## src/rtl/core/hcbp_pkg.sv

```systemverilog
// Shared constants, codes and payload types of the Huffman code bit packer.
package hcbp_pkg;

  localparam int TABLE_DEPTH  = 1024;
  localparam int MAX_CODE_LEN = 32;

  localparam int OP_W    = 2;
  localparam int SYM_W   = 10;
  localparam int CODE_W  = 32;
  localparam int LEN_W   = 6;
  localparam int BYTE_W  = 8;
  localparam int PEND_W  = 7;
  localparam int CNT_W   = 3;

  localparam int TAB_AW  = $clog2(TABLE_DEPTH);
  localparam int ENTRY_W = LEN_W + CODE_W;
  localparam int AL_W    = MAX_CODE_LEN;
  localparam int ACC_W   = AL_W + PEND_W;
  localparam int REM_W   = $clog2(ACC_W + 1);

  localparam int Q_DEPTH = 4;
  localparam int Q_AW    = $clog2(Q_DEPTH);
  localparam int Q_CW    = $clog2(Q_DEPTH + 1);

  typedef enum logic [OP_W-1:0] {
    OP_LOAD   = 2'd0,
    OP_ENCODE = 2'd1,
    OP_FLUSH  = 2'd2
  } op_t;

  typedef enum logic [1:0] {
    CMD_ENCODE,
    CMD_MISS,
    CMD_FLUSH
  } cmd_kind_t;

  typedef struct packed {
    logic [OP_W-1:0]   op;
    logic [SYM_W-1:0]  symbol;
    logic [CODE_W-1:0] code_word;
    logic [LEN_W-1:0]  code_length;
  } in_item_t;

  typedef struct packed {
    logic [BYTE_W-1:0] out_byte;
    logic              is_miss;
    logic              last;
  } out_item_t;

  // Code is left aligned: first bit in the top position.
  typedef struct packed {
    cmd_kind_t         kind;
    logic [AL_W-1:0]   code;
    logic [LEN_W-1:0]  len;
  } cmd_t;

  typedef struct packed {
    logic            valid;
    logic [Q_CW-1:0] level;
  } q_status_t;

endpackage

```

## src/rtl/core/hcbp_cmdq.sv

```systemverilog
// Short command queue between the front end and the packer.
module hcbp_cmdq (
  input  logic                clk,
  input  logic                rst_n,
  input  logic                push,
  input  hcbp_pkg::cmd_t      push_cmd,
  input  logic                pop,
  output hcbp_pkg::cmd_t      head,
  output hcbp_pkg::q_status_t q_stat
);

  hcbp_pkg::cmd_t              mem_r [hcbp_pkg::Q_DEPTH];
  logic [hcbp_pkg::Q_AW-1:0]   wr_ptr_r, wr_ptr_nxt;
  logic [hcbp_pkg::Q_AW-1:0]   rd_ptr_r, rd_ptr_nxt;
  logic [hcbp_pkg::Q_CW-1:0]   level_r, level_nxt;

  always_comb begin
    wr_ptr_nxt = wr_ptr_r;
    rd_ptr_nxt = rd_ptr_r;
    level_nxt  = level_r;
    if (push) begin
      wr_ptr_nxt = (wr_ptr_r == hcbp_pkg::Q_AW'(hcbp_pkg::Q_DEPTH - 1)) ? '0 : wr_ptr_r + 1'b1;
    end
    if (pop) begin
      rd_ptr_nxt = (rd_ptr_r == hcbp_pkg::Q_AW'(hcbp_pkg::Q_DEPTH - 1)) ? '0 : rd_ptr_r + 1'b1;
    end
    if (push && !pop) begin
      level_nxt = level_r + 1'b1;
    end else if (pop && !push) begin
      level_nxt = level_r - 1'b1;
    end
  end

  always_ff @(posedge clk) begin
    if (!rst_n) begin
      wr_ptr_r <= '0;
      rd_ptr_r <= '0;
      level_r  <= '0;
    end else begin
      wr_ptr_r <= wr_ptr_nxt;
      rd_ptr_r <= rd_ptr_nxt;
      level_r  <= level_nxt;
    end
  end

  always_ff @(posedge clk) begin
    if (push) begin
      mem_r[wr_ptr_r] <= push_cmd;
    end
  end

  assign head         = mem_r[rd_ptr_r];
  assign q_stat.valid = (level_r != '0);
  assign q_stat.level = level_r;

endmodule

```

## config.mk

```make
export PLATFORM = sky130hd
export DESIGN_NAME = hcbp_cmdq
export DESIGN_NICKNAME = d
export VERILOG_FILES = /design/src/rtl/core/hcbp_pkg.sv /design/src/rtl/core/hcbp_cmdq.sv
export SDC_FILE = /design/constraint.sdc
export NUM_CORES = 1
export LEC_CHECK = 0
export ABC_AREA = 1
export BUFFER_PORTS_ARGS = -buffer_cell sky130_fd_sc_hd__buf_4
export CORE_MARGIN = 2
export CORE_UTILIZATION = 50
export CTS_CLUSTER_SIZE = 28
export DETAILED_ROUTE_END_ITERATION = 10
export PLACE_DENSITY = 0.71
export SLEW_MARGIN = 30
export SYNTH_ARGS = -nofsm -noshare
export SYNTH_HDL_FRONTEND = slang
export SYNTH_SLANG_ARGS = --single-unit
```

## constraint.sdc

```tcl
create_clock -name clk -period 4.3 [get_ports clk]
set_input_delay 0 -clock clk [delete_from_list [all_inputs] [get_ports clk]]
set_output_delay 0 -clock clk [all_outputs]
set_load 0.02 [all_outputs]
```

Yosys cells after proc, flatten, opt, wreduce, memory -nomap -nowiden --
Memories as Yosys holds them, arrays and structs flattened. A register that Yosys moved wholly into a read port is not among the register bits. Cells that the tools add are included.
Storage, ports and cells: bits in registers 7, bits in writable memories 160, word-level logic and storage cells 24, memories 1
Cells by class: add/sub/neg operators 4, equality and inequality tests 2, muxes and demuxes 8, reduce and logical (&&, ||, !) cells 6
Memories:
- mem_r | depth 4, width 40, rd ports 1, clocked after memory_dff 1, wr ports 1, RTL line hcbp_cmdq.sv:12 | hcbp_pkg::cmd_t mem_r [hcbp_pkg::Q_DEPTH];
Operators by type and width (number):
- $mux 2 | 4
- $mux 3 | 2
- $add 2x1->2 const B | 2
- $eq 2x2->1 const B | 2
- $add 3x1->3 const B | 1
- $reduce_bool 3->1 | 1
- $sub 3x1->3 const B | 1
- $logic_and 1x1->1 | 2
- $logic_not 1->1 | 2
- $mux 1 | 2
- $reduce_bool 2->1 | 1

Longest topological paths before layout --
depth in word-level cells 4, gate-level depth with buffers 10

Least setup slack after synthesis --
Ideal clock, no wire load.
kind register to register, start point reg wr_ptr_r[0] (netlist bit), end point mem mem_r[3][0] (netlist bit), enable pin, setup time 395 ps, data arrival time 1376 ps, data required time 3905 ps, slack 2530 ps, cell stages (with the launch flop) 4, path buffers 0, cells stage by stage dfxtp_1 ha_1 nand2_1 inv_1
RTL lines:
- start: declaration | RTL line hcbp_cmdq.sv:13 | logic [hcbp_pkg::Q_AW-1:0] wr_ptr_r, wr_ptr_nxt;
- start signal: assignment | RTL line hcbp_cmdq.sv:40 | wr_ptr_r <= wr_ptr_nxt;
- end: declaration | RTL line hcbp_cmdq.sv:12
Straight into the memory's write port.

==> results.json <==
{
  "die_area_mm2": 0.0139,
  "final_antenna_net_count": 0,
  "synth_top_area_frac": 0.738,
  "ctsLongestPathBuffers": 2,
  "synthSimpleGateAreaFrac": 0.0598,
  "synthesis.nets": 497,
  "period_needed_ps": 2300,
  "yosysWarnings": 0,
  "start_util": 0.514,
  "path_max_fanout": 80,
  "synthAdderAreaFrac": 0.0146,
  "dr.pass1.iters": 4,
  "maxCapViolations": 0,
  "n_antenna_cell": 0,
  "tightest_slew_ps": 793,
  "drt-total-wl_mm": 12.7,
  "crit_chain": "buf_4, inv_12, o21ai_1, o22ai_1, buf_4",
  "final_cell_mix": "edfxtp_1 (160), buf_4 (90), nor2_1 (89)",
  "path_delay_family": "buffers and inverters",
  "clock_sinks": 169,
  "avgSynthCellArea_um2": 14.6,
  "rows": 41,
  "cts_tree": "built",
  "cp.required_ps": 4300,
  "first_iter_violations": 409,
  "finalCritPeriodShare": 0.534,
  "finalSetupViolCount": 0,
  "ys_seq_elements": 169,
  "cts.htree.levels": 4,
  "synth_largest_area_cell": "edfxtp_1",
  "start_kind": "flip-flop",
  "area_growth_pct": 26.8,
  "viasPerCell": 5.28,
  "synth_area_leaders": "edfxtp_1 (74%), nor2_1 (5.1%), o22ai_1 (3.8%), o21ai_0 (3.3%), o21ai_1 (2.8%)",
  "io_buffers": 87,
  "design.core.area_mm2": 0.0127,
  "hp-class": "input pin to flip-flop",
  "synth_sequential_area_ratio": 0.766,
  "cp_slowest_stage_delay_ps": 700,
  "drcViolationCount": 0,
  "path_buf_inv": 3,
  "gp_congestion": 0.701,
  "rsz0062_at_grt": "false",
  "min_from": "push_cmd[0]",
  "insertion_delay_ps": 420,
  "drive_above_1_share": 0.220,
  "synth_xor_area_frac": 0.00135,
  "placed_area_mm2": 0.00714,
  "io_pins": 88,
  "synth_compound_area_frac": 0.106,
  "critPathCaptureType": "output pin",
  "critPathSlowestCell": "dfxtp_4",
  "r2r-start": "wr_ptr_r[0]",
  "arrival_ps": 2300,
  "final_common_cell": "edfxtp_1",
  "status": "finished clean",
  "critPathKind": "flip-flop to output pin",
  "wl_per_cell_um": 16.8,
  "syn_area_mm2": 0.00651,
  "dr_total_vias": 4002,
  "multi_input_area_mm2": 0.00118,
  "fin_tns_setup_ps": 0,
  "muxShareOfSynthArea": 0,
  "cts-buffers-inserted": 17,
  "clk_pin_slew_ps": 60,
  "fin_skew_ps": 4.60,
  "hold_violations": 0,
  "synthCells": 446,
  "first_global_vias": 4111,
  "dp_hpwl_mm": 6.79,
  "die_w_um": 118,
  "grt_pass1_wl_mm": 20.1,
  "rrSetupSlack_ps": 2420,
  "p_per_area_mw_per_mm2": 498,
  "grt_use_total": 0.191,
  "postCtsSetupBuffers": 0,
  "clock-root-buffer": "clkbuf_16",
  "p_leak_nw": 3.00,
  "slew_violations": 0,
  "final.fill_count": 907,
  "vdd_drop_max_v": 0.000276,
  "design_area_mm2": 0.00825,
  "ff_latch_area_mm2": 0.00499,
  "die_y_um": 118,
  "synth_top_family_by_area": "compound AO/OA/AOI/OAI gates",
  "cts_resized": 0,
  "cp_common_cell": "buf_4",
  "slew_headroom": 0.471,
  "final_nets": 624,
  "antenna_found_initial": 0,
  "max_freq_ghz": 0.435,
  "grt.overflow.total": 0,
  "synth_cell_types": 22,
  "grt_max_degree": 81
}
## metal layers
| layer | track usage | routed length (µm) |
|---|---|---|
| met5 | 0 | 0 |
| met4 | 0.0761 | 204 |
| met3 | 0.0480 | 659 |
| met2 | 0.319 | 6430 |
| met1 | 0.238 | 5410 |
## synthesized netlist by cell type, drive strengths merged
master	n
a21oi	3
buf	25
dfxtp	9
edfxtp	160
fa	1
ha	6
inv	16
nand2	9
nand3	1
nand4	1
nor2	89
nor3	2
o21ai	83
o22ai	40
xor2	1
## state kept, by name, indices dropped and copies added (netlist names), named ones only
register	cells
level_r	3
rd_ptr_r	2
wr_ptr_r	2
mem_r	160
## layout make-up
cell class | instances | area share
Timing Repair Buffer | 133 | 0.134
Clock buffer | 17 | 0.0515
Sequential cell | 169 | 0.604
Multi-Input combinational cell | 236 | 0.144
Clock inverter | 15 | 0.0308
Inverter | 16 | 0.00955
Tap cell | 172 | 0.0261
## per-stage QoR
step | instances | power [mW] | util | hold WS (ps) | setup WS (ps)
6_report | 758 | 4.11 | 0.651 | 317 | 2000
3_5_place_dp | 683 | 2.39 | 0.563 | 203 | 2160
3_3_place_gp | 683 | 2.38 | 0.563 | 199 | 2240
4_1_cts | 758 | 4.13 | 0.651 | 310 | 1680
2_1_floorplan | 446 | 2.22 | - | 98.9 | 2530
5_1_grt | 758 | 4.25 | 0.651 | 319 | 1860
## worst paths after layout
check                                    end  cells after the start
worst max-delay path                 head[1]                      5
worst min-delay path             mem_r[1][0]                      2
worst max register to register  mem_r[0][31]                      4
worst min register to register   wr_ptr_r[1]                      2
## logic make-up (layout without fill, tap and decap cells)
group,after synthesis,after routing
flip-flops,169,169
AND/OR/NAND/NOR,102,102
XOR/XNOR,1,1
buffers and inverters,41,181
AO/OA/AOI/OAI,126,126
adder cells (fa/ha/maj),7,7
## where the power goes
part | internal, mW | switching, mW
sequential | 1.88 | 0.0318
combinational | 0.191 | 0.285
clock | 1.14 | 0.585
total | 3.21 | 0.901
## timing repair
item,CTS,global route
endpoints found under the hold margin,169,0
hold buffers,43,0
setup endpoints to repair,0,0
No activity file was read; power rests on OpenSTA's default activity.
