===== config.mk =====
export PLATFORM = sky130hd
export DESIGN_NAME = hcbp_back
export DESIGN_NICKNAME = d
export VERILOG_FILES = /design/src/rtl/core/hcbp_pkg.sv /design/src/rtl/core/hcbp_back.sv
export SDC_FILE = /design/constraint.sdc
export NUM_CORES = 1
export LEC_CHECK = 0
export ABC_AREA = 1
export BUFFER_PORTS_ARGS = -buffer_cell sky130_fd_sc_hd__buf_2
export CORE_MARGIN = 2
export CORE_UTILIZATION = 40
export CTS_CLUSTER_SIZE = 16
export DETAILED_ROUTE_END_ITERATION = 12
export PLACE_DENSITY = 0.64
export SKIP_CTS_REPAIR_TIMING = 1
export SLEW_MARGIN = 10
export SYNTH_ARGS = -nofsm -noshare
export SYNTH_HDL_FRONTEND = slang
export SYNTH_SLANG_ARGS = --single-unit
export TNS_END_PERCENT = 20

===== constraint.sdc =====
create_clock -name clk -period 3.9 [get_ports clk]
set_clock_uncertainty 0.05 [all_clocks]
set_input_delay 0.78 -clock clk [delete_from_list [all_inputs] [get_ports clk]]
set_output_delay 0.78 -clock clk [all_outputs]
set_load 0.005 [all_outputs]

===== src/rtl/core/hcbp_pkg.sv =====
// Shared constants, codes and payload types of the Huffman code bit packer.
package hcbp_pkg;

  localparam int TABLE_DEPTH  = 1024;
  localparam int MAX_CODE_LEN = 32;

  localparam int OP_W    = 2;
  localparam int SYM_W   = 10;
  localparam int CODE_W  = 32;
  localparam int LEN_W   = 6;
  localparam int BYTE_W  = 8;
  localparam int PEND_W  = 7;
  localparam int CNT_W   = 3;

  localparam int TAB_AW  = $clog2(TABLE_DEPTH);
  localparam int ENTRY_W = LEN_W + CODE_W;
  localparam int AL_W    = MAX_CODE_LEN;
  localparam int ACC_W   = AL_W + PEND_W;
  localparam int REM_W   = $clog2(ACC_W + 1);

  localparam int Q_DEPTH = 4;
  localparam int Q_AW    = $clog2(Q_DEPTH);
  localparam int Q_CW    = $clog2(Q_DEPTH + 1);

  typedef enum logic [OP_W-1:0] {
    OP_LOAD   = 2'd0,
    OP_ENCODE = 2'd1,
    OP_FLUSH  = 2'd2
  } op_t;

  typedef enum logic [1:0] {
    CMD_ENCODE,
    CMD_MISS,
    CMD_FLUSH
  } cmd_kind_t;

  typedef struct packed {
    logic [OP_W-1:0]   op;
    logic [SYM_W-1:0]  symbol;
    logic [CODE_W-1:0] code_word;
    logic [LEN_W-1:0]  code_length;
  } in_item_t;

  typedef struct packed {
    logic [BYTE_W-1:0] out_byte;
    logic              is_miss;
    logic              last;
  } out_item_t;

  // Code is left aligned: first bit in the top position.
  typedef struct packed {
    cmd_kind_t         kind;
    logic [AL_W-1:0]   code;
    logic [LEN_W-1:0]  len;
  } cmd_t;

  typedef struct packed {
    logic            valid;
    logic [Q_CW-1:0] level;
  } q_status_t;

endpackage


===== src/rtl/core/hcbp_back.sv =====
// Back end: packs code bits into bytes, one per cycle while the output has room.
module hcbp_back (
  input  logic                 clk,
  input  logic                 rst_n,
  input  hcbp_pkg::q_status_t  q_stat,
  input  hcbp_pkg::cmd_t       head,
  output logic                 q_pop,
  output logic                 out_empty,
  input  logic                 out_pop,
  output hcbp_pkg::out_item_t  out_item
);

  logic                         busy_r, busy_nxt;
  logic [hcbp_pkg::ACC_W-1:0]   work_r, work_nxt;
  logic [hcbp_pkg::REM_W-1:0]   rem_r, rem_nxt;
  logic [hcbp_pkg::PEND_W-1:0]  pend_r, pend_nxt;
  logic [hcbp_pkg::CNT_W-1:0]   cnt_r, cnt_nxt;
  logic                         out_valid_r, out_valid_nxt;
  hcbp_pkg::out_item_t          out_data_r, out_data_nxt;

  logic                         out_space;
  logic                         q_take;
  logic [hcbp_pkg::ACC_W-1:0]   fresh_work;
  logic [hcbp_pkg::REM_W-1:0]   fresh_total;
  logic [hcbp_pkg::ACC_W-1:0]   src_work, shift_work;
  logic [hcbp_pkg::REM_W-1:0]   src_rem, shift_rem;
  logic                         shift_done;

  assign out_space = !out_valid_r || out_pop;

  // Merge the waiting bits in front of the new code.
  assign fresh_work  = ({head.code, hcbp_pkg::PEND_W'(0)} >> cnt_r) |
                       {pend_r, hcbp_pkg::AL_W'(0)};
  assign fresh_total = hcbp_pkg::REM_W'(cnt_r) + hcbp_pkg::REM_W'(head.len);

  assign src_work   = busy_r ? work_r : fresh_work;
  assign src_rem    = busy_r ? rem_r  : fresh_total;
  assign shift_work = src_work << hcbp_pkg::BYTE_W;
  assign shift_rem  = src_rem - hcbp_pkg::REM_W'(hcbp_pkg::BYTE_W);
  assign shift_done = shift_rem < hcbp_pkg::REM_W'(hcbp_pkg::BYTE_W);

  always_comb begin
    busy_nxt      = busy_r;
    work_nxt      = work_r;
    rem_nxt       = rem_r;
    pend_nxt      = pend_r;
    cnt_nxt       = cnt_r;
    q_take        = 1'b0;
    out_valid_nxt = out_valid_r && !out_pop;
    out_data_nxt  = out_data_r;

    if (busy_r) begin
      if (out_space) begin
        out_valid_nxt         = 1'b1;
        out_data_nxt.out_byte = src_work[hcbp_pkg::ACC_W-1 -: hcbp_pkg::BYTE_W];
        out_data_nxt.is_miss  = 1'b0;
        out_data_nxt.last     = shift_done;
        work_nxt              = shift_work;
        rem_nxt               = shift_rem;
        if (shift_done) begin
          busy_nxt = 1'b0;
          pend_nxt = shift_work[hcbp_pkg::ACC_W-1 -: hcbp_pkg::PEND_W];
          cnt_nxt  = hcbp_pkg::CNT_W'(shift_rem);
        end
      end
    end else if (q_stat.valid) begin
      unique case (head.kind)
        hcbp_pkg::CMD_MISS: begin
          if (out_space) begin
            q_take                = 1'b1;
            out_valid_nxt         = 1'b1;
            out_data_nxt.out_byte = '0;
            out_data_nxt.is_miss  = 1'b1;
            out_data_nxt.last     = 1'b1;
          end
        end
        hcbp_pkg::CMD_FLUSH: begin
          if (cnt_r == '0) begin
            q_take = 1'b1;
          end else if (out_space) begin
            q_take                = 1'b1;
            out_valid_nxt         = 1'b1;
            out_data_nxt.out_byte = {pend_r, 1'b0};
            out_data_nxt.is_miss  = 1'b0;
            out_data_nxt.last     = 1'b1;
            pend_nxt              = '0;
            cnt_nxt               = '0;
          end
        end
        hcbp_pkg::CMD_ENCODE: begin
          if (fresh_total < hcbp_pkg::REM_W'(hcbp_pkg::BYTE_W)) begin
            q_take   = 1'b1;
            pend_nxt = fresh_work[hcbp_pkg::ACC_W-1 -: hcbp_pkg::PEND_W];
            cnt_nxt  = hcbp_pkg::CNT_W'(fresh_total);
          end else if (out_space) begin
            q_take                = 1'b1;
            out_valid_nxt         = 1'b1;
            out_data_nxt.out_byte = src_work[hcbp_pkg::ACC_W-1 -: hcbp_pkg::BYTE_W];
            out_data_nxt.is_miss  = 1'b0;
            out_data_nxt.last     = shift_done;
            if (shift_done) begin
              pend_nxt = shift_work[hcbp_pkg::ACC_W-1 -: hcbp_pkg::PEND_W];
              cnt_nxt  = hcbp_pkg::CNT_W'(shift_rem);
            end else begin
              busy_nxt = 1'b1;
              work_nxt = shift_work;
              rem_nxt  = shift_rem;
            end
          end
        end
        default: begin
          q_take = 1'b1;
        end
      endcase
    end
  end

  always_ff @(posedge clk) begin
    if (!rst_n) begin
      busy_r      <= 1'b0;
      pend_r      <= '0;
      cnt_r       <= '0;
      out_valid_r <= 1'b0;
    end else begin
      busy_r      <= busy_nxt;
      pend_r      <= pend_nxt;
      cnt_r       <= cnt_nxt;
      out_valid_r <= out_valid_nxt;
    end
  end

  always_ff @(posedge clk) begin
    work_r     <= work_nxt;
    rem_r      <= rem_nxt;
    out_data_r <= out_data_nxt;
  end

  assign q_pop     = q_take;
  assign out_empty = !out_valid_r;
  assign out_item  = out_data_r;

endmodule

# [Word level (Yosys, flattened, before mapping)]
# Index checks and enable logic that the tools add are counted.
# Widths: inputs -> output; s select.
[word_totals] word_cells=95 regBits=67 input_bits=47 output_inout_bits=12
[classes] add_sub_neg=2 shift=1 reduce_logical=13 eq_ne=8 bitwise=1 order_cmp=2 muxes=59
[op_table] cell="$mux 39" count=8
[op_table] cell="$mux 10" count=7
[op_table] cell="$mux 7" count=7
[op_table] cell="$mux 6" count=8
[op_table] cell="$or 39x39->39" count=1
[op_table] cell="$shr 39x3->39" count=1
[op_table] cell="$pmux 10 s3" count=1
[op_table] cell="$mux 3" count=7
[op_table] cell="$mux 1" count=17
[op_table] cell="$pmux 7 s2" count=1
[op_table] cell="$lt 6x4->1 const B" count=2
[op_table] cell="$ne 3x3->1 const B" count=4
[op_table] cell="$add 3x6->6" count=1
[op_table] cell="$pmux 1 s3" count=2
[op_table] cell="$pmux 3 s2" count=1
[op_table] cell="$reduce_and 6->1" count=1
[op_table] cell="$sub 6x4->6 const B" count=1
[op_table] cell="$reduce_and 5->1" count=1
[op_table] cell="$ne 2x2->1 const B" count=2
[op_table] cell="$reduce_and 4->1" count=1
[op_table] cell="$reduce_bool 2->1" count=2
[op_table] cell="$reduce_bool 4->1" count=1
[op_table] cell="$logic_not 3->1" count=1
[op_table] cell="$reduce_bool 3->1" count=1
[op_table] cell="other kinds (6)" count=7

# [Longest topological paths before layout]
# Gate-level depths: netlist (run 1).
[logic_depth] word_depth=10 depth_mapped=19 ltp_nobuf=17

# [Worst setup path after synthesis (run 1)]
# Ideal clock, no wire load.
[synth_path] path_kind="input -> register" from="input port head[0] in the netlist's numbering" to="register rem_r[0] in the netlist's numbering (enable)" path_slack_ns=0.147 arrival_time_ns=3.312 required_time_ns=3.458 n_path_buf=0 setup_ns=0.392 cell_stages=14 path_cell_list="ha_1 -> inv_1 -> fa_1 -> o21ai_1 -> xnor2_1 -> nand2_1 -> o21ai_0 -> ha_1 -> inv_1 -> nor2_4 -> nand2_1 -> a31oi_1 -> nand2b_1 -> inv_1"
[synth_between] elab_chain_len=6 elab_cells_between_ends=8 classes_between="add/sub (2); order compare (2); eq/ne (2); mux (1); reduce/logical (1)"
[synth_lines] element="start, declared" line_no="hcbp_back.sv:6" text="input hcbp_pkg::cmd_t head,"
[synth_lines] element="$add 3x6->6 *" line_no="hcbp_back.sv:34" text="assign fresh_total = hcbp_pkg::REM_W'(cnt_r) + hcbp_pkg::REM_W'(head.len);"
[synth_lines] element="$mux 6" line_no="hcbp_back.sv:37" text="assign src_rem = busy_r ? rem_r : fresh_total;"
[synth_lines] element="$sub 6x4->6" line_no="hcbp_back.sv:39" text="assign shift_rem = src_rem - hcbp_pkg::REM_W'(hcbp_pkg::BYTE_W);"
[synth_lines] element="$lt 6x4->1" line_no="hcbp_back.sv:40" text="assign shift_done = shift_rem < hcbp_pkg::REM_W'(hcbp_pkg::BYTE_W);"
[synth_lines] element="$ne 2x2->1 (no line)"
[synth_lines] element="$reduce_and 5->1 (no line) *"
[synth_lines] element="end signal, assigned" line_no="hcbp_back.sv:134" text="rem_r <= rem_nxt;"
[synth_lines] element="end, declared" line_no="hcbp_back.sv:15" text="logic [hcbp_pkg::REM_W-1:0] rem_r, rem_nxt;"
# Every way passes the cells marked *; elsewhere a longest branch is shown, timed or not.
# A chain may end at the register's enable or synchronous reset.

# [Final worst setup path (run 1)]
[layout_path] from="input port head[0] in the netlist's numbering" to="output port q_pop"
[layout_between] elab_chain_len=6
[layout_lines] element="$add 3x6->6" line_no="hcbp_back.sv:34"
[layout_lines] element="$lt 6x4->1" line_no="hcbp_back.sv:91" text="if (fresh_total < hcbp_pkg::REM_W'(hcbp_pkg::BYTE_W)) begin"
[layout_lines] element="$mux 1" line_no="hcbp_back.sv:91"
[layout_lines] element="$pmux 1 s3" line_no="hcbp_back.sv:67" text="unique case (head.kind)"
[layout_lines] element="$mux 1" line_no="hcbp_back.sv:66" text="end else if (q_stat.valid) begin"
[layout_lines] element="$mux 1" line_no="hcbp_back.sv:52" text="if (busy_r) begin"
[layout_lines] element="end, declared" line_no="hcbp_back.sv:7" text="output logic q_pop,"
# No other way between the ends.

==> metrics.txt, run 1 <==
outcome=finished, final reports clean; global-route wire length before repair=about 19000 um; CTS tree=built; WP data arrival=around 2.9 ns; First DRT Iteration DRCs=233; syn_nets=630; Post-Route WL=~11000 um; n_diodes=0; min Tclk post-route=~3.7 ns; initial antenna violation count=0; clock buffer depth=2; Max-slew headroom=0.572; HPWL Detailed=8120 um; first drt pass iteration count=5; critical path capture point type=primary output; Post-layout nets=a little under 700; H-tree Lvls=3; chip width=about 110 um; FF+latch count, synth=just under 60; routability cong.=between 0.9 and 1; Reg2Reg Launch Point=cnt_r[2]; I/O pin count=approximately 60; Worst R2R Path Depth=14; Clock Latency Late Sink=roughly 0.34 ns; WL/cell=about 15 um; fmax=roughly 0.27 GHz; Worst R2R End=work_r[32]; root buffer cell=clkbuf_8; Rows=37; gr usage total=0.208; fill count=approximately 1100; grt ovf=0; Post-Syn Instances=578; CTS Sinks=around 60; Leak=just over 2 nW; Mean Syn Cell Area=7.32 sq um; die area=between 0.01 and 0.015 sq mm; Power per Cell Area=about 350 mW/mm^2; Worst Path Required=slightly above 3 ns; Initial Util=0.412; fraction of layout instances using a drive strength above 1=0.185; CP max FO=9; TritonCTS Buffers=9; cell depth of the worst hold path=2; Die H=between 100 and 150 um; Tightest Pin Transition=about 0.64 ns; Clock transition at path regs=0.06 ns; CORE AREA=0.0103 sq mm; peak supply drop=~160 uV; final hold violation count=0; post-synthesis sequential area ratio=0.390; Hold Path Class=reg -> reg; Fin Setup TNS=0 ns; synth-to-layout area growth=14.1%; IO Port Bufs=55; RSZ-0062 raised after global routing=false; hold worst-path end=pend_r[0]; reg-to-reg slack, setup=slightly below 0.8 ns; vias=4140; vias per cell=approximately 5.4; MaxCap Viol Count=0; Synth cell types=between 40 and 50; Final period util=0.948; register area=0.00165 sq mm; Multi-input gate area=about 0.0022 sq mm; number of global-route vias before repair=between 3000 and 4000; HP Start=pend_r[0]; kind of critical path=in -> out; Util after Layout=0.470; DRC=0; Ys Warns=0; Post-DRT Antenna Nets=0; Synth Cell Area=0.00423 sq mm; Final Max Tran Viols=0; CP startpoint kind=primary input; largest net degree at the start of global routing=a little over 40; final setup violating endpoints=0
## worst max-delay path, stage by stage
cell and delay, ns:
buf_2 0.08, ha_1 0.20, inv_1 0.07, fa_1 0.41
o21ai_1 0.18, xnor2_1 0.21, nand4_4 0.26, inv_2 0.25
nand2_1 0.10, nand3_1 0.08, nand3_1 0.07, inv_1 0.07
buf_2 0.10
## cell families (layout without fill, tap and decap cells)
| group | count (synthesis) | count (layout) | synth area share |
|---|---|---|---|
| adders and majority gates | 5 | 5 | 0.0166 |
| AOI/OAI and AO/OA | 103 | 103 | 0.157 |
| buffers and inverters | 76 | 126 | 0.0810 |
| DFF | 59 | 59 | 0.390 |
| xor gates and xnor gates | 2 | 2 | 0.00414 |
| and+or+nand+nor | 329 | 329 | 0.342 |
| muxes | 4 | 4 | 0.00946 |
## layout make-up
type | count | share of cell area
multi-input cells | 443 | 0.463
flip-flops and latches | 59 | 0.342
repair buffers | 64 | 0.0736
inverters | 46 | 0.0358
well taps | 136 | 0.0353
clock buffers | 9 | 0.0257
clock inverters | 7 | 0.0241
## routing by layer
layer | GRT usage | vias to the layer above | wire length (um)
met5 | 0 | - | 0
met4 | 0.0835 | 0 | 292
met3 | 0.0316 | 30 | 709
met2 | 0.368 | 171 | 5800
met1 | 0.254 | 1888 | 4640
li1 | - | 2051 | -
## cell usage after synthesis (all sizes together)
| library cell | n | share of area |
|---|---|---|
| o21bai | 4 | 0.0071 |
| xnor2 | 2 | 0.0041 |
| mux2i | 4 | 0.0095 |
| nor2 | 54 | 0.054 |
| o211ai | 17 | 0.030 |
| clkinv | 1 | 0.00089 |
| nand2b | 1 | 0.0015 |
| nand2 | 203 | 0.19 |
| edfxtp | 47 | 0.33 |
| fa | 1 | 0.0047 |
| o22ai | 6 | 0.0089 |
| or2 | 4 | 0.0059 |
| a21oi | 20 | 0.033 |
| a21boi | 1 | 0.0018 |
| a31oi | 10 | 0.015 |
| and2 | 2 | 0.0030 |
| o31ai | 1 | 0.0018 |
| o21ai | 36 | 0.043 |
| nand3 | 53 | 0.070 |
| buf | 25 | 0.036 |
| dfxtp | 12 | 0.057 |
| nand4 | 12 | 0.021 |
| clkbuf | 5 | 0.0044 |
| inv | 45 | 0.040 |
| o311ai | 1 | 0.0021 |
| o221ai | 7 | 0.014 |
| ha | 4 | 0.012 |
## metrics by stage
step	hold WS (ns)	cell area, sq um	cells	total power, mW	setup WS [ns]
floorplan	0.420	4230	578	0.942	0.147
detailed placement	0.442	4590	748	1.04	0.221
global placement	0.432	4590	748	1.03	0.268
CTS	0.450	4830	764	1.72	0.207
global route	0.467	4830	764	1.78	0.0411
finish	0.451	4830	764	1.71	0.202
## flip-flops by register name, summed over array words and instances (netlist names)
register	cells
cnt_r	3
rem_r	6
out_item	10
out_valid_r	1
pend_r	7
work_r	31
busy_r	1
## cell usage in the layout, fill, tap and decap left out, drive strengths merged, types with 2 or more instances in the layout
cell	instances
and2	2
xnor2	2
nor2	54
nand2	203
o21bai	4
clkbuf	9
edfxtp	47
o21ai	36
clkinvlp	3
nand3	53
ha	4
or2	4
mux2i	4
a31oi	10
bufinv	3
buf	64
inv	45
nand4	12
dfxtp	12
a21oi	20
o211ai	17
clkinv	2
o22ai	6
o221ai	7
## worst max-delay path by stage
stage | start | endpoint | slack [ns] | cells after the start
2_1_floorplan | head[0] | rem_r[0] | 0.15 | 14
3_3_place_gp | head[0] | q_pop | 0.27 | 13
3_5_place_dp | head[0] | q_pop | 0.22 | 13
4_1_cts | head[0] | q_pop | 0.21 | 13
5_1_grt | head[0] | q_pop | 0.04 | 13
6_report | head[0] | q_pop | 0.20 | 13
## where the power goes
part	switching [mW]	internal [mW]
Sequential	0.0109	0.721
Combinational	0.195	0.100
Clock	0.262	0.422
Note: power is estimated with default switching activity, not from simulation.
==> run 2, diff against run 1 <==
--- a/config.mk
+++ b/config.mk
@@ -5,12 +5,13 @@
 export SDC_FILE = /design/constraint.sdc
 export NUM_CORES = 1
 export LEC_CHECK = 0
-export ABC_AREA = 1
 export BUFFER_PORTS_ARGS = -buffer_cell sky130_fd_sc_hd__buf_2
 export CORE_MARGIN = 2
 export CORE_UTILIZATION = 40
 export CTS_CLUSTER_SIZE = 16
 export DETAILED_ROUTE_END_ITERATION = 12
+export GPL_ROUTABILITY_DRIVEN = 0
+export MAX_ROUTING_LAYER = met4
 export PLACE_DENSITY = 0.64
 export SKIP_CTS_REPAIR_TIMING = 1
 export SLEW_MARGIN = 10
==> run 2 against run 1 <==
Against the previous run: wire length down 6.8%; utilization increased by 0.36 points; global-route usage decreased by 0.93 points; worst hold slack gained 0.019 ns; register-to-register slack worse by 0.14 ns; first-iteration DRC count unchanged; sequential power up 4.0%; maximum frequency rose by 2.5%; critical path depth decreased by 4; total power shrank 2.3%; largest cell class unchanged; largest power group unchanged; highest routed layer unchanged.
==> metrics.txt, run 2 <==
worst path bufs/invs=2; Post-Syn Instances=441; Post-DRT Antenna Nets=0; Clock power frac=0.334; RSZ-0062 raised after global routing=false; Max-slew headroom=0.335; final setup violating endpoints=0; largest net degree at the start of global routing=72; vias per cell=between 5 and 6; cell taking the most area after synthesis=edfxtp_1; synth-to-layout area growth=13.9%; Int Pwr=~1.2 mW; DRC=0; Worst R2R Path Depth=16; CTS tree=built; hold worst-path end=pend_r[6]; Leak=~1.9 nW; post-synthesis sequential area ratio=0.383; chip width=about 110 um; most common cell after layout, fill and taps aside=mux2i_1; Final period util=0.925; Die H=about 110 um; Tightest Pin Transition=about 1 ns; CP most frequent cell=buf_2; Hold Path Class=reg -> reg; HPWL Detailed=7680 um; grt ovf=0; fin worst setup slack=a little under 0.3 ns; Reg with most FFs=work_r; initial antenna violation count=0; root buffer cell=clkbuf_8; IO Port Bufs=55; fraction of layout instances using a drive strength above 1=0.224; Worst R2R End=pend_r[2]; vias=between 3000 and 4000; Ys Warns=0; die area=0.0116 sq mm; kind of critical path=in -> out; register area=0.00166 sq mm; Non-Filler Instances=about 620; first drt pass iteration count=5; Sw Ratio=0.287; most numerous cell in the Yosys netlist=mux2i_1; cell depth of the worst hold path=1; fmax=0.277 GHz; worst slack, placed=~0.13 ns; Worst Path Required=between 3 and 4 ns; CP max-delay cell=ha_1; Clock Latency Late Sink=~0.35 ns; Final Max Tran Viols=0; n_diodes=0; Switch Pwr=480 uW; Initial Util=0.416; Mean Syn Cell Area=between 9 and 10 sq um; CP max FO=3; commonest register cell after synthesis=edfxtp_1; Synth cell types=66; outcome=finished, final reports clean; critical path capture point type=primary output; Power per Cell Area=341 mW/mm^2; CORE AREA=between 0.01 and 0.015 sq mm; Reg2Reg Launch Point=cnt_r[0]; asr flop ratio synth=0; MaxCap Viol Count=0; peak supply drop=about 150 uV; sequential share of power=0.455; Largest register FFs=31; I/O pin count=a little under 60; Synth top area share=0.328; H-tree Lvls=3; CP delay by family, top=compound AO/OA/AOI/OAI gates; TritonCTS Buffers=9; Synth Cell Area=approximately 0.0043 sq mm; WP data arrival=roughly 2.8 ns; crit path cell chain=buf_2, ha_1, a211oi_2, nor2_1, mux2_2, o31ai_2, nand2_1, a311oi_1, buf_2; Post-synth EDFFs=47; max incr delay on CP=around 0.33 ns; Clock transition at path regs=about 0.07 ns; Rows=37; FF+latch count, synth=around 60; CTS Sinks=59; CP startpoint kind=primary input; Multi-input gate area=around 0.0025 sq mm; First DRT Iteration DRCs=233; Cells after DPL=606; Logic pwr share=0.212; Post-Route WL=around 11000 um; synth top area cells=edfxtp_1 (33%), mux2i_1 (14%), dfxtp_1 (5.6%); syn_nets=493; global-route wire length before repair=~18000 um; gr usage total=0.199; clock buffer depth=2; commonest cells after routing, fill and taps aside=mux2i_1 (62), buf_2 (55), edfxtp_1 (47), nand2_1 (46), nor2_1 (37); fill count=around 1000; WL/cell=between 15 and 20 um; final hold violation count=0; Synth top cells by count=mux2i_1 (62), nand2_1 (48), edfxtp_1 (47), nor2_1 (37), o21ai_0 (36); HP Start=pend_r[6]; number of global-route vias before repair=approximately 3500; min Tclk post-route=3.61 ns; reg-to-reg slack, setup=between 0.6 and 0.7 ns; Post-layout nets=between 500 and 600
## run 2: cell count changes after synthesis, sizes merged, moves of 7 or more
cell	delta
nand2	-155
mux2i	+58
nand3	-45
inv	-33
nor2	-17
o211ai	-17
mux4	+11
clkbuf	+9
a31oi	-8
nand4	-7
nor3	+7
## run 2: metal layers
layer	up-vias	global-route usage	wire length, um
met5	-	-	0
met4	0	0.0705	173
met3	17	0.0406	660
met2	126	0.320	5150
met1	1705	0.250	4680
li1	1751	-	-
## run 2: layout make-up
cell class / instances / share of cell area
clock buffer: 12 / 0.0296
timing repair buffer: 65 / 0.0739
sequential: 59 / 0.337
inverter: 12 / 0.00918
clock inverter: 4 / 0.00867
multi-input combinational: 334 / 0.507
tap: 136 / 0.0347
## run 2: metrics by stage
step	cell area, sq um	util	TNS, ns	hold WS [ns]	power (mW)
6_report	4910	0.473	0	0.470	1.67
4_1_cts	4910	0.473	0	0.472	1.68
5_1_grt	4910	0.473	0	0.492	1.75
3_3_place_gp	4720	0.455	0	0.448	1.12
2_1_floorplan	4390	-	-7.26	0.414	1.02
3_5_place_dp	4720	0.455	0	0.455	1.13
## run 2: worst register-to-register path: stages (launching register included)
cell      delay (ns)
dfxtp_2         0.36
ha_4            0.16
inv_2           0.04
fa_2            0.34
nand2b_4        0.17
nand2_2         0.08
nand2_1         0.06
xor2_1          0.14
nor2_1          0.09
a21oi_1         0.06
ha_2            0.33
inv_1           0.06
a211oi_2        0.21
nand3_1         0.25
buf_4           0.25
nor2_1          0.34
a221o_1         0.22
## run 2: cells by family after synthesis
kind of cell / count (synthesis) / synth area share
compound gates: 113 / 0.176
fa+ha+maj: 5 / 0.0163
flops: 59 / 0.383
buf+inv: 48 / 0.0534
mux: 77 / 0.216
simple gates: 137 / 0.151
xor+xnor: 2 / 0.00407
## run 2: power by group through the flow
| stage | combinational, mW | clock, mW | sequential [mW] |
|---|---|---|---|
| 2_1_floorplan | 0.247 | 0 | 0.770 |
| 3_3_place_gp | 0.345 | 0 | 0.773 |
| 3_5_place_dp | 0.353 | 0 | 0.775 |
| 4_1_cts | 0.354 | 0.563 | 0.761 |
| 5_1_grt | 0.392 | 0.592 | 0.765 |
| 6_report | 0.354 | 0.558 | 0.761 |
## run 2: how the worst max path moves through the flow
stage	startpoint	end	cells after the start
finish	head[1]	q_pop	9
floorplan	head[0]	rem_r[0]	14
global placement	head[0]	pend_r[2]	17
detailed placement	head[0]	pend_r[2]	17
global route	head[2]	q_pop	9
CTS	head[2]	q_pop	9
==> run 3, diff against run 2 <==
--- a/config.mk
+++ b/config.mk
@@ -12,7 +12,7 @@
 export DETAILED_ROUTE_END_ITERATION = 12
 export GPL_ROUTABILITY_DRIVEN = 0
 export MAX_ROUTING_LAYER = met4
-export PLACE_DENSITY = 0.64
+export PLACE_DENSITY_LB_ADDON = 0.1
 export SKIP_CTS_REPAIR_TIMING = 1
 export SLEW_MARGIN = 10
 export SYNTH_ARGS = -nofsm -noshare
==> run 3 against run 2 <==
Against the previous run: sequential cell count unchanged; critical path depth unchanged; non-clock buffer count increased by 4; register-to-register slack got worse by 0.02 ns.
==> metrics.txt, run 3 (synthesis gave the netlist of run 2 again) <==
outcome=finished, final reports clean; Int Pwr=1.17 mW; Logic pwr share=0.217; initial antenna violation count=0; Post-layout nets=about 540; synth-to-layout area growth=14.0%; Util after Layout=0.474; grt ovf=0; CP max FO=5; Leak=1.87 nW; clock buffer depth=2; vias=approximately 3600; CTS Sinks=a little under 60; Clock transition at path regs=approximately 0.070 ns; final hold violation count=0; Max-slew headroom=0.313; Power per Cell Area=approximately 330 mW/mm^2; vias per cell=5.72; min Tclk post-route=3.61 ns; Die H=approximately 110 um; fill count=a little over 1000; n_diodes=0; number of global-route vias before repair=3455; Initial Util=0.416; H-tree Lvls=3; CORE AREA=~0.010 sq mm; Hold Path Class=reg -> reg; Post-Route WL=around 11000 um; chip width=around 110 um; Cells after DPL=slightly above 600; commonest cells after routing, fill and taps aside=mux2i_1 (62), buf_2 (55), edfxtp_1 (47), nand2_1 (46), nor2_1 (37); Switch Pwr=around 470 uW; TritonCTS Buffers=9; first drt pass iteration count=4; Final period util=0.925; Largest register FFs=31; CTS tree=built; First DRT Iteration DRCs=about 150; fraction of layout instances using a drive strength above 1=0.229; die area=between 0.01 and 0.015 sq mm; final setup violating endpoints=0; HPWL Detailed=8040 um; I/O pin count=between 50 and 60; Final Max Tran Viols=0; kind of critical path=in -> out; Sw Ratio=0.286; RSZ-0062 raised after global routing=false; Post-DRT Antenna Nets=0; critical path capture point type=primary output; WP data arrival=2.78 ns; fmax=roughly 0.28 GHz; IO Port Bufs=55; root buffer cell=clkbuf_8; WL/cell=about 18 um; Pwr Total=roughly 1.6 mW; most common cell after layout, fill and taps aside=mux2i_1; global-route wire length before repair=17800 um; Clock power frac=0.319; gr usage total=0.201; MaxCap Viol Count=0; largest net degree at the start of global routing=66; DRC=0; sequential share of power=0.464; CP startpoint kind=primary input; Non-Filler Instances=between 600 and 700; peak supply drop=about 160 uV; Rows=37; Tightest Pin Transition=approximately 1 ns; Worst Path Required=3.07 ns; Clock Latency Late Sink=0.33 ns; Reg with most FFs=work_r
-- run 3: cell count changes in the layout (fill, tap and decap cells not counted), sizes merged --
cell,delta
buf,+4
clkbuf,-1
-- run 3: final cells by class --
| type | count | area [sq um] | share of cell area |
|---|---|---|---|
| sequential | 59 | 1660 | 0.337 |
| clock buffer | 11 | 131 | 0.0267 |
| clock inverter | 4 | 42.5 | 0.00866 |
| inverter | 12 | 45.0 | 0.00917 |
| tap | 136 | 170 | 0.0346 |
| timing repair buffer | 69 | 380 | 0.0774 |
| multi-input combinational | 334 | 2490 | 0.506 |
-- run 3: power groups by stage --
stage	logic, mW	clock network (mW)	registers (mW)
after CTS	0.359	0.537	0.763
after global routing	0.398	0.560	0.767
after detailed placement	0.358	0	0.776
after floorplan	0.247	0	0.770
final	0.358	0.525	0.762
after global placement	0.354	0	0.775
-- run 3: metrics by stage --
step           TNS (ns)  instance area, sq um  setup slack, ns  hold slack (ns)
6_report              0                  4910            0.293            0.475
4_1_cts               0                  4910            0.314            0.479
3_5_place_dp          0                  4740           0.0470            0.463
2_1_floorplan     -7.26                  4390           -0.196            0.414
5_1_grt               0                  4910            0.144            0.509
3_3_place_gp          0                  4740           0.0955            0.457
-- run 3: worst max-delay path, cell delays in order --
cell      delay [ns]
buf_2           0.10
ha_1            0.38
nor2_1          0.29
nor2_1          0.12
mux2_2          0.29
o31ai_2         0.33
nand2_1         0.09
a311oi_1        0.24
buf_2           0.15
-- run 3: final timing paths --
kind | from | endpoint | slack, ns | cells after the start
hold reg to reg | work_r[12] | work_r[20] | 0.47 | 2
hold / removal | work_r[12] | work_r[20] | 0.47 | 2
setup / recovery | head[2] | q_pop | 0.29 | 9
setup reg to reg | cnt_r[0] | pend_r[2] | 0.62 | 15
-- run 3: layer usage --
layer  global-route usage  share of wire  vias to the layer above
met2                0.323           0.48                       84
met5                    -              0                        -
met1                0.265           0.48                     1716
li1                     -              -                     1760
met4               0.0641          0.011                        0
met3               0.0236          0.037                       13
